==> src/design/knc_pkg.sv <==
// Shared types and constants for the nearest-to-center selection block.
// Depends on nothing; every other design file refers to it by scoped names.

package knc_pkg;

   // Fixed field widths of the ports
   localparam int COORD_W    = 24;
   localparam int KEEP_W     = 7;
   localparam int INDEX_W    = 16;
   localparam int CSR_ADDR_W = 2;
   localparam int CSR_DATA_W = 24;
   localparam int REQ_DATA_W = 3 * COORD_W;

   // Parameter defaults
   localparam int MAX_KEEP_DEF   = 64;
   localparam int MAX_POINTS_DEF = 65536;
   localparam int COORD_BITS_DEF = 24;

   // Configuration register indexes
   typedef enum logic [CSR_ADDR_W-1:0] {
      REG_CENTER_X   = 2'd0,
      REG_CENTER_Y   = 2'd1,
      REG_CENTER_Z   = 2'd2,
      REG_KEEP_COUNT = 2'd3
   } csr_reg_type;

   // Operation applied to every cell of the sorted chain in the same cycle
   typedef enum logic [1:0] {
      OP_HOLD   = 2'd0,
      OP_APPEND = 2'd1,
      OP_EVICT  = 2'd2,
      OP_SHIFT  = 2'd3
   } chain_op_type;

endpackage

==> src/design/knc_cell.sv <==
// One cell of the sorted chain: holds one kept (distance, index) entry.
// Depends on knc_pkg for the chain operation type.

module knc_cell #(
   parameter int DIST_W = 50,
   parameter int IDX_W  = 16,
   parameter int TOT_W  = 7,
   parameter int INDEX  = 0
) (
   input  logic                  clock,
   input  knc_pkg::chain_op_type op,
   input  logic [TOT_W-1:0]      total,
   input  logic [DIST_W-1:0]     new_dist,
   input  logic [IDX_W-1:0]      new_idx,
   input  logic [DIST_W-1:0]     left_dist,
   input  logic [IDX_W-1:0]      left_idx,
   input  logic                  left_gt,
   input  logic [DIST_W-1:0]     right_dist,
   input  logic [IDX_W-1:0]      right_idx,
   input  logic                  right_gt,
   output logic [DIST_W-1:0]     dist_out,
   output logic [IDX_W-1:0]      idx_out,
   output logic                  gt_out
);

   localparam logic [TOT_W-1:0] MY_POS = TOT_W'(INDEX);

   logic [DIST_W-1:0] dist_ff, dist_in;
   logic [IDX_W-1:0]  idx_ff, idx_in;
   logic              occupied;
   logic              key_gt;

   // Entry ranks above the new point by (distance, index)
   always_comb begin
      occupied = total > MY_POS;
      key_gt   = (dist_ff > new_dist) || ((dist_ff == new_dist) && (idx_ff > new_idx));
      gt_out   = occupied && key_gt;
   end

   // Pick the next entry from self, the new point or a neighbor
   always_comb begin
      dist_in = dist_ff;
      idx_in  = idx_ff;
      case (op)
         knc_pkg::OP_APPEND: begin
            if (!gt_out) begin
               if (left_gt) begin
                  dist_in = new_dist;
                  idx_in  = new_idx;
               end else begin
                  dist_in = left_dist;
                  idx_in  = left_idx;
               end
            end
         end
         knc_pkg::OP_EVICT: begin
            if (right_gt) begin
               dist_in = right_dist;
               idx_in  = right_idx;
            end else if (gt_out) begin
               dist_in = new_dist;
               idx_in  = new_idx;
            end
         end
         knc_pkg::OP_SHIFT: begin
            dist_in = right_dist;
            idx_in  = right_idx;
         end
         default: begin
            dist_in = dist_ff;
            idx_in  = idx_ff;
         end
      endcase
   end

   always_ff @(posedge clock) begin
      dist_ff <= dist_in;
      idx_ff  <= idx_in;
   end

   assign dist_out = dist_ff;
   assign idx_out  = idx_ff;

endmodule

==> config.mk <==
export PLATFORM = sky130hd
export DESIGN_NAME = knc_cell
export DESIGN_NICKNAME = d
export VERILOG_FILES = /design/src/design/knc_pkg.sv /design/src/design/knc_cell.sv
export SDC_FILE = /design/constraint.sdc
export NUM_CORES = 1
export LEC_CHECK = 0
export ABC_AREA = 1
export BUFFER_PORTS_ARGS = -buffer_cell sky130_fd_sc_hd__buf_4
export CORE_AREA = 4 4 112 114
export CTS_CLUSTER_SIZE = 28
export DETAILED_ROUTE_END_ITERATION = 7
export DIE_AREA = 0 0 116 118
export PLACE_DENSITY = 0.95
export SLEW_MARGIN = 0
export SYNTH_ARGS = -nofsm -noshare
export SYNTH_HDL_FRONTEND = slang
export SYNTH_SLANG_ARGS = --single-unit
==> constraint.sdc <==
create_clock -name clock -period 11 [get_ports clock]
set_input_delay 2.2 -clock clock [delete_from_list [all_inputs] [get_ports clock]]
set_output_delay 2.2 -clock clock [all_outputs]
set_load 0.02 [all_outputs]
==> results_dict.tcl <==
set metrics [dict create \
    status "completed" \
    ys_warn_count 0 \
    synth_area_um2 5740 \
    ys_seq_area_frac 0.345 \
    drive_gt1_frac 0.321 \
    seqPwrFrac 0.362 \
    dpl.hpwl_mm 15.1 \
    hold_viol 0 \
    cp_data_arrival_time_ps 3720 \
    cp.required_ps 8800 \
    cts_made_buffers 9 \
    dieArea_um2 13700 \
    synth_top_cell_by_area "edfxtp_1" \
    placementRows 39 \
    finalMaxSlewViolations 0 \
    crit_slowest_cell "ha_1" \
    ctsHoldBuffers 0 \
    clkLatencyLatePin_ps 330 \
    grt_pass1_wl_mm 30.6 \
    synth_cell_types 28 \
    max_cap_violations 0 \
    max-slew-margin-rel 0.203 \
    critPathMaxStageDelay_ps 320 \
    core_um2 11400 \
    ios 277 \
    diodes 0 \
    p_per_area_nw_per_um2 119 \
    p_leak_nw 3.97 \
    clockBufferDepth 2 \
    syn_avg_cell_area_um2 7.78 \
    drc 0 \
    h-tree-depth 3 \
    drtAntennaViolNets 0 \
    rr_startpoint "dist_out[37]" \
    path_class "primary input to primary output" \
    fmax_ghz 0.169 \
    startpoint_type "primary input" \
    gp_congestion 0.848 \
    end_kind "primary output" \
    drt-wirelength-per-cell_um 17.6 \
    switchingPower_mw 0.333 \
    worst_pin_slew_ps 1190 \
    cp_max_fo 3 \
    ys_ff_latch 66 \
    vias 6412 \
    hold_class "register to register" \
    clock_skew_ps 9.21 \
    start_util 0.503 \
    hold_depth 10 \
    regToRegSetupSlack_ps 7590 \
    portBuffers 276 \
    clockRootBuffer "clkbuf_16" \
    syn_to_final_growth_pct 41.3 \
    gr-total-overflow 0 \
    fillers 895 \
    total_power_mw 0.966 \
    synthTopCellsByArea "edfxtp_1, ha_1, o21ai_0" \
    cts_setup_buffers 0 \
    r2r_end "dist_out[23]" \
    grt_pass1_vias 6161 \
    hold_path_end "idx_out[13]" \
    internal_power_mw 0.633 \
    synth_top_area_frac 0.345 \
    hp-start "dist_out[17]" \
    drtIter0Drc 509 \
    power_frac_clock 0.269 \
    placed_cell_area_um2 7850 \
    cts_resized 0 \
    firstDrtPassIters 7 \
    vias_per_cell 5.65 \
    die_x_um 116 \
    setup_tns_ps 0 \
    grt_max_degree 113 \
    reg2regPathDepth 14 \
    period_needed_ps 5920 \
    rsz0062_at_grt "no" \
    grt_use_total 0.281 \
    syn_nets 1014 \
    worst_ir_drop_vdd_mv 0.0691 \
    finalCritPeriodShare 0.538 \
    comb_power_share 0.370 \
    cts_tree "yes" \
    routed_wl_mm 20.0 \
    postLayoutCellArea_um2 8110 \
    final_nets 1262 \
    sw_frac_of_total 0.344 \
    clk_pin_slew_ps 60 \
    crit_buf_inv 3 \
    setup_viol 0 \
    clock-sinks 66 \
    die_height_um 118 \
    antenna_found_initial 0 \
    path_cells "buf_4 > inv_1 > ha_1 > nand2_1 > nor2_1 > nand2_2 > nor2_4 > nand3_2 > nor2_4 > nor2_2 > nand2_1 > nor2_1 > nor2_2 > buf_4" \
    path_delay_family "simple AND/OR/NAND/NOR gates" \
    synth_cells 738 \
]
## synth_stat cells
master and count:
a21boi_2 1, a21o_1 3, a21oi_1 65, a22oi_1 3
and2_4 1, buf_1 4, buf_2 2, clkbuf_1 34
clkbuf_8 1, clkinv_2 1, edfxtp_1 66, ha_1 66
inv_1 94, inv_2 7, nand2_1 102, nand2_2 5
nand3_1 65, nand3_2 2, nand4_1 2, nor2_1 59
nor2_2 4, nor2_4 4, nor4_1 1, o211ai_1 43
o21ai_0 79, o21bai_1 1, o221ai_1 20, o22ai_1 3
## cells in the final DEF, fill, tap and decap left out
cell type     n
and2_4        1
nand3_2       2
nand3_1      65
clkinv_2      3
a21boi_2      1
clkbuf_1      1
clkbuf_16     9
o21bai_1      1
nand4_1       2
inv_2         7
ha_1         66
o221ai_1     20
nor4_1        1
clkinvlp_4    1
o22ai_1       3
a22oi_1       3
clkinv_4      1
clkinv_1      2
nor2_1       58
nand2_1     101
inv_1        94
edfxtp_1     66
a21oi_1      65
buf_4       278
a21o_1        3
o21ai_0      79
nor2_2        4
nor2_4        5
nand2_2       6
o211ai_1     43
## final cells by class
cell class / instances / area [um2] / area share
flip-flops and latches: 66 / 1980 / 0.244
inverters: 102 / 384 / 0.0474
multi-input cells: 529 / 3220 / 0.396
clock buffers: 10 / 229 / 0.0282
clock inverters: 6 / 33.8 / 0.00417
repair buffers: 278 / 2090 / 0.257
well taps: 143 / 179 / 0.0221
## power by group through the flow
stage / Combinational, mW / Sequential (mW) / Clock, mW
2_1_floorplan: 0.152 / 0.393 / 0
3_3_place_gp: 0.348 / 0.352 / 0
3_5_place_dp: 0.357 / 0.354 / 0
4_1_cts: 0.359 / 0.349 / 0.261
5_1_grt: 0.393 / 0.353 / 0.273
6_report: 0.357 / 0.349 / 0.259
## per-layer routing
metal  part of all wire  up-vias  global-route usage
li1                   -     3094                   -
met5                  0        -                   0
met4              0.027        0               0.104
met1               0.38     2904               0.340
met2               0.49      374               0.478
met3               0.10       40              0.0668
## kinds of logic (layout without fill, tap and decap cells)
logic type      Yosys count  after routing  synth area share
compound gates          218            218             0.227
fa+ha+maj                66             66             0.144
buf+inv                 143            396            0.0959
flops                    66             66             0.345
simple gates            245            245             0.188
## state kept, by name (all words and copies together), names as in the netlist
signal and flops:
dist_out 50, idx_out 16
## worst reg2reg max path, cell delays in order, from the launching register on
cell and delay (ps):
edfxtp_1 430, ha_1 340, nand2_1 70, nor2_1 120
nand2_2 80, nor2_4 100, nand3_2 130, nor2_4 130
nor2_2 50, nand2_1 50, nor2_1 40, nor2_2 100
nor2_1 80, nor2_4 660, buf_4 610
## worst max-delay path by stage
stage	from	endpoint	slack [ps]	cells past startpoint
after floorplan	new_dist[49]	dist_out[0]	4230	14
after global placement	new_dist[39]	gt_out	5130	14
after detailed placement	new_dist[39]	gt_out	5090	14
after CTS	new_dist[39]	gt_out	5080	14
after global routing	new_dist[39]	gt_out	4940	14
final	new_dist[39]	gt_out	5080	14
## per-stage QoR
step	hold slack, ps	util	setup slack, ps	std cells
after floorplan	2130	-	4230	738
after global placement	1390	0.687	5130	1118
after detailed placement	1400	0.687	5090	1118
after CTS	1420	0.710	5080	1134
after global routing	1560	0.710	4940	1134
final	1400	0.710	5080	1134
(Power assumes the default switching activity.)
