**src/design/knc_pkg.sv**
```systemverilog
// Shared types and constants for the nearest-to-center selection block.
// Depends on nothing; every other design file refers to it by scoped names.

package knc_pkg;

   // Fixed field widths of the ports
   localparam int COORD_W    = 24;
   localparam int KEEP_W     = 7;
   localparam int INDEX_W    = 16;
   localparam int CSR_ADDR_W = 2;
   localparam int CSR_DATA_W = 24;
   localparam int REQ_DATA_W = 3 * COORD_W;

   // Parameter defaults
   localparam int MAX_KEEP_DEF   = 64;
   localparam int MAX_POINTS_DEF = 65536;
   localparam int COORD_BITS_DEF = 24;

   // Configuration register indexes
   typedef enum logic [CSR_ADDR_W-1:0] {
      REG_CENTER_X   = 2'd0,
      REG_CENTER_Y   = 2'd1,
      REG_CENTER_Z   = 2'd2,
      REG_KEEP_COUNT = 2'd3
   } csr_reg_type;

   // Operation applied to every cell of the sorted chain in the same cycle
   typedef enum logic [1:0] {
      OP_HOLD   = 2'd0,
      OP_APPEND = 2'd1,
      OP_EVICT  = 2'd2,
      OP_SHIFT  = 2'd3
   } chain_op_type;

endpackage

```
**src/design/knc_dist.sv**
```systemverilog
// Three-stage squared-distance pipeline: difference, square, sum.
// Depends on knc_pkg for the port field widths.

module knc_dist #(
   parameter int COORD_BITS = knc_pkg::COORD_BITS_DEF,
   parameter int IDX_W      = 16,
   parameter int DIST_W     = 2 * COORD_BITS + 2
) (
   input  logic                        clock,
   input  logic                        reset,
   input  logic                        advance,
   input  logic                        in_valid,
   input  logic [knc_pkg::COORD_W-1:0] pos_x,
   input  logic [knc_pkg::COORD_W-1:0] pos_y,
   input  logic [knc_pkg::COORD_W-1:0] pos_z,
   input  logic [knc_pkg::COORD_W-1:0] center_x,
   input  logic [knc_pkg::COORD_W-1:0] center_y,
   input  logic [knc_pkg::COORD_W-1:0] center_z,
   input  logic [IDX_W-1:0]            idx_in,
   input  logic                        last_in,
   output logic                        out_valid,
   output logic [DIST_W-1:0]           dist_out,
   output logic [IDX_W-1:0]            idx_out,
   output logic                        last_out
);

   localparam int C = COORD_BITS;

   logic signed [C:0] px, py, pz, cx, cy, cz;
   logic signed [C:0] dx_in, dy_in, dz_in;
   logic signed [C:0] dx_ff, dy_ff, dz_ff;
   logic signed [DIST_W-1:0] sqx_in, sqy_in, sqz_in;
   logic [DIST_W-1:0] sqx_ff, sqy_ff, sqz_ff;
   logic [DIST_W-1:0] sum_in, sum_ff;
   logic v1_ff, v2_ff, v3_ff;
   logic l1_ff, l2_ff, l3_ff;
   logic [IDX_W-1:0] i1_ff, i2_ff, i3_ff;

   // Sign-extend the low coordinate bits, take the differences, and square and sum the stage values
   always_comb begin
      px = {pos_x[C-1], pos_x[C-1:0]};
      py = {pos_y[C-1], pos_y[C-1:0]};
      pz = {pos_z[C-1], pos_z[C-1:0]};
      cx = {center_x[C-1], center_x[C-1:0]};
      cy = {center_y[C-1], center_y[C-1:0]};
      cz = {center_z[C-1], center_z[C-1:0]};
      dx_in = px - cx;
      dy_in = py - cy;
      dz_in = pz - cz;
      sqx_in = DIST_W'(dx_ff) * DIST_W'(dx_ff);
      sqy_in = DIST_W'(dy_ff) * DIST_W'(dy_ff);
      sqz_in = DIST_W'(dz_ff) * DIST_W'(dz_ff);
      sum_in = sqx_ff + sqy_ff + sqz_ff;
   end

   // Stage valids advance together with the whole pipe
   always_ff @(posedge clock) begin
      if (reset) begin
         v1_ff <= 1'b0;
         v2_ff <= 1'b0;
         v3_ff <= 1'b0;
      end else if (advance) begin
         v1_ff <= in_valid;
         v2_ff <= v1_ff;
         v3_ff <= v2_ff;
      end
   end

   // Payload stages
   always_ff @(posedge clock) begin
      if (advance) begin
         dx_ff  <= dx_in;
         dy_ff  <= dy_in;
         dz_ff  <= dz_in;
         i1_ff  <= idx_in;
         l1_ff  <= last_in;
         sqx_ff <= DIST_W'(sqx_in);
         sqy_ff <= DIST_W'(sqy_in);
         sqz_ff <= DIST_W'(sqz_in);
         i2_ff  <= i1_ff;
         l2_ff  <= l1_ff;
         sum_ff <= sum_in;
         i3_ff  <= i2_ff;
         l3_ff  <= l2_ff;
      end
   end

   assign out_valid = v3_ff;
   assign dist_out  = sum_ff;
   assign idx_out   = i3_ff;
   assign last_out  = l3_ff;

endmodule

```
**config.mk**
```make
export PLATFORM = sky130hd
export DESIGN_NAME = knc_dist
export DESIGN_NICKNAME = d
export VERILOG_FILES = /design/src/design/knc_pkg.sv /design/src/design/knc_dist.sv
export SDC_FILE = /design/constraint.sdc
export NUM_CORES = 2
export LEC_CHECK = 0
export BUFFER_PORTS_ARGS = -buffer_cell sky130_fd_sc_hd__buf_2
export CAP_MARGIN = 20
export CORE_MARGIN = 10
export CORE_UTILIZATION = 40
export CTS_CLUSTER_SIZE = 40
export DETAILED_ROUTE_END_ITERATION = 8
export GPL_ROUTABILITY_DRIVEN = 0
export PLACE_DENSITY_LB_ADDON = 0.08
export SLEW_MARGIN = 20
export SYNTH_ARGS = -nofsm -noshare
export SYNTH_HDL_FRONTEND = slang
export SYNTH_SLANG_ARGS = --single-unit
```
**constraint.sdc**
```tcl
create_clock -name clock -period 9.2 [get_ports clock]
set_input_delay 1.38 -clock clock [delete_from_list [all_inputs] [get_ports clock]]
set_output_delay 1.38 -clock clock [all_outputs]
set_load 0.01 [all_outputs]
```
==> metrics list <==
- The run finished with clean final reports.
- Across every metal layer, demand over resource in global routing totals 19.52%.
- Of all cell types, the one taking the most synthesized area is sky130_fd_sc_hd__fa_1.
- Setup violations remaining at the end of the flow were counted as 0.
- Relative to the synthesized area, the layout overhead comes to 8.142%.
* Number of cell instances on the worst register-to-register path: 19
* First-pass GRT wire length: 326400 µm
* Post-CTS Resized: 0
- Number of warning messages in the yosys log: 0
* Half-perimeter wire length after detailed placement: 172600 µm
- The synthesized design devotes to its leading area cell type 47.90% of total area.
- Final nets: 10500
* Drt wl/cell: 18.96 µm
* Number of cell rows: 162
- Clock tree synthesis inserted a total of 51 buffers.
- For this block, the routed nets add up to 200100 µm of wire.
- A synthesized cell averages 10.19 µm².
* Ys flop type: sky130_fd_sc_hd__edfxtp_1
* Unrepaired setup endpoints after global routing: false
* FF+latch area: 0.009759 mm²
- Clock tree synthesis found a total of 326 sinks.
* Area used by multi-input combinational logic: 0.05943 mm²
* Cell depth of the worst min-delay path: 0
- After filler insertion, the fill cell instance count of the layout stands at 19030.
* Synth cell types: 91
* Final Hold Slack: 0.4136 ns
- CTS built an H-tree with a depth of 2.
* Critical Path End Type: flop
- FFs w/ async S/R, synth: 0%
- The total count of hold-check failures in the final report is 0.
- No sink is reached through more buffers than the 3 on the longest clock path.
* I/O pin total: 233
* Area contributors post-synth: sky130_fd_sc_hd__fa_1 (48%), sky130_fd_sc_hd__edfxtp_1 (12%), sky130_fd_sc_hd__inv_1 (11%)
* Number of storage elements in the synthesis netlist: 326
- In this run the remaining antenna-violating nets after routing total 0.
- Synthesized area: 0.07823 mm²
- Yosys mapped a number of flops with a built-in enable equal to 323.
- In this run, post-CTS hold repair placed 0 buffers.
- Data on the critical path is required at its endpoint by 9.63 ns.
- Clk_skew: 0.06365 ns
- CP Launch Type: flop
- Synthesis handed over a netlist of 7677 instances.
- Die outline width: 462.2 µm
- Worst-case headroom to the max-slew limit: 26.30%
- Post-CTS timing repair inserted 0 buffers for setup.
* Final core occ: 43.43%
- For this run, the register share of the synthesized area comes to 12.48%.
- Reg clk slew, reported paths: 0.06 ns
- After detailed routing, the number of vias per cell comes to 4.770.
- For the worst-skew pair, the clock arrives at the later sink with an insertion delay of 0.69 ns.
- Final total negative setup slack: 0 ns
* Class of the worst hold path: reg -> reg
* Max-cap violation count: 0
* Master cell of the clock root buffer: sky130_fd_sc_hd__clkbuf_16
* Fraction of layout instances using a drive strength above 1: 6.103%
* Critical path start-end classification: reg -> reg
- For the worst setup path, the data arrival time is 9.14 ns.
- Fraction of the cycle the final worst path needs: 94.78%
- The total count of max-transition violations in the final report was 0.
- Maximum net fanout on the critical path: 14
* Count of vias placed by the detailed router: 50360
* Total gr overflow: 0
* Total DRC errors in the routed layout: 0
- Placeable core region: 0.1948 mm²
- In this run the tool buffered the top-level ports with 232 buffer cells.
- At the pin with the least slew margin, the transition time is 1.106 ns.
- The initial antenna violation count came to 4.
- Crit path time final: 8.720 ns
- Initial Utilization: 40.16%
* Maximum number of pins on one net before global-route repair: 167
* Area of the die: 0.2137 mm²
* First-pass detailed-route iteration total: 5
- Via count of the first global-routing pass: 57860
* Vert. Die Dim: 462.2 µm
* CTS tree: built
- Number of design-rule violations left by the first detailed-router iteration: 2370
- For this run, the top clock speed supported by timing is 114.7 MHz.
-- cell families (layout without fill, tap and decap cells) --
group,after synthesis,count (layout),share of synthesized area [%]
adder cells (fa/ha/maj),2449,2449,57.13
buffers and inverters,2410,2662,11.56
AND/OR/NAND/NOR,1471,1471,9.147
AO/OA/AOI/OAI,709,709,6.174
flip-flops,326,326,12.48
XOR/XNOR,300,300,3.359
multiplexers,11,11,0.1455
other,1,6,0.004793
-- worst paths after layout --
kind	startpoint	end	slack [ns]
worst max-delay path	dy_ff[3]$_DFFE_PP_	sqy_ff[49]$_DFFE_PP_	0.48
worst min-delay path	i2_ff[7]$_DFFE_PP_	idx_out[7]$_DFFE_PP_	0.41
worst max register to register	dy_ff[3]$_DFFE_PP_	sqy_ff[49]$_DFFE_PP_	0.48
worst min register to register	i2_ff[7]$_DFFE_PP_	idx_out[7]$_DFFE_PP_	0.41
-- synth_stat cells (all sizes together) (7+ instances only) --
library cell,number
inv,2216
fa,1872
nand2,628
ha,577
and2,363
edfxtp,323
xnor2,213
a21oi,203
clkbuf,192
nor2,182
a21o,139
o21ai,118
nor2b,88
xor2,87
nand2b,53
nand3,38
a31oi,36
o21a,34
o21bai,31
and3,29
a211oi,23
nand4,22
nor3,22
o31ai,15
a21boi,14
o211ai,9
or2,9
mux2i,8
nand3b,8
or3,8
a31o,7
a41oi,7
o31a,7
-- cells in the final DEF (no fill, tap or decap), types with 181 or more instances in the layout --
cell	count
sky130_fd_sc_hd__buf_2	231
sky130_fd_sc_hd__a21oi_1	201
sky130_fd_sc_hd__ha_1	577
sky130_fd_sc_hd__fa_1	1872
sky130_fd_sc_hd__and2_1	363
sky130_fd_sc_hd__xnor2_1	213
sky130_fd_sc_hd__inv_1	2216
sky130_fd_sc_hd__nand2_1	628
sky130_fd_sc_hd__nor2_1	181
sky130_fd_sc_hd__edfxtp_1	323
-- area by class of cell --
type | instances | share of cell area (%)
Multi-Input combinational cell | 4943 | 70.25
Sequential cell | 326 | 11.54
Inverter | 2216 | 9.832
Tap cell | 2624 | 3.881
Timing Repair Buffer | 350 | 2.446
Clock buffer | 59 | 1.544
Clock inverter | 37 | 0.5014
Antenna cell | 3 | 0.008874
-- registers in the layout (all words and copies together) (netlist names) --
name,flops
v2_ff,1
idx_out,16
dy_ff,25
l1_ff,1
dist_out,50
i1_ff,16
sqx_ff,49
sqz_ff,49
dz_ff,25
v1_ff,1
out_valid,1
last_out,1
dx_ff,25
i2_ff,16
l2_ff,1
sqy_ff,49
-- worst max-delay path, cell delays in order, from the launching register on --
cell	delay, ns
sky130_fd_sc_hd__edfxtp_1	0.81
sky130_fd_sc_hd__and2_1	0.29
sky130_fd_sc_hd__fa_1	0.59
sky130_fd_sc_hd__fa_1	0.73
sky130_fd_sc_hd__inv_1	0.21
sky130_fd_sc_hd__fa_1	0.62
sky130_fd_sc_hd__inv_1	0.36
sky130_fd_sc_hd__fa_1	0.51
sky130_fd_sc_hd__fa_1	0.57
sky130_fd_sc_hd__fa_1	0.42
sky130_fd_sc_hd__fa_1	0.46
sky130_fd_sc_hd__ha_1	0.50
sky130_fd_sc_hd__nand4_1	0.24
sky130_fd_sc_hd__a2111oi_0	0.71
sky130_fd_sc_hd__o31ai_1	0.38
sky130_fd_sc_hd__a31oi_1	0.42
sky130_fd_sc_hd__a31oi_1	0.18
sky130_fd_sc_hd__o21ai_0	0.19
sky130_fd_sc_hd__a21oi_1	0.10
sky130_fd_sc_hd__xnor2_1	0.13
-- per-stage QoR --
step	std cells	setup slack [ns]	area, µm²
finish	10560	0.4804	84600
global route	10560	0.07642	84600
CTS	10560	0.3898	84590
detailed placement	10460	0.4170	82860
global placement	10460	0.5805	82860
floorplan	7679	1.756	78240
-- routing by layer --
metal | share of wire (%) | routed length (µm) | track usage (%)
met1 | 46 | 91140 | 27.11
met2 | 48 | 97030 | 33.18
met3 | 3.9 | 7868 | 2.161
met4 | 2.0 | 4101 | 3.873
met5 | 0 | 0 | 0
Power is not shown: default switching activity piles up to over one toggle a cycle in this logic, so the estimate is an artifact.
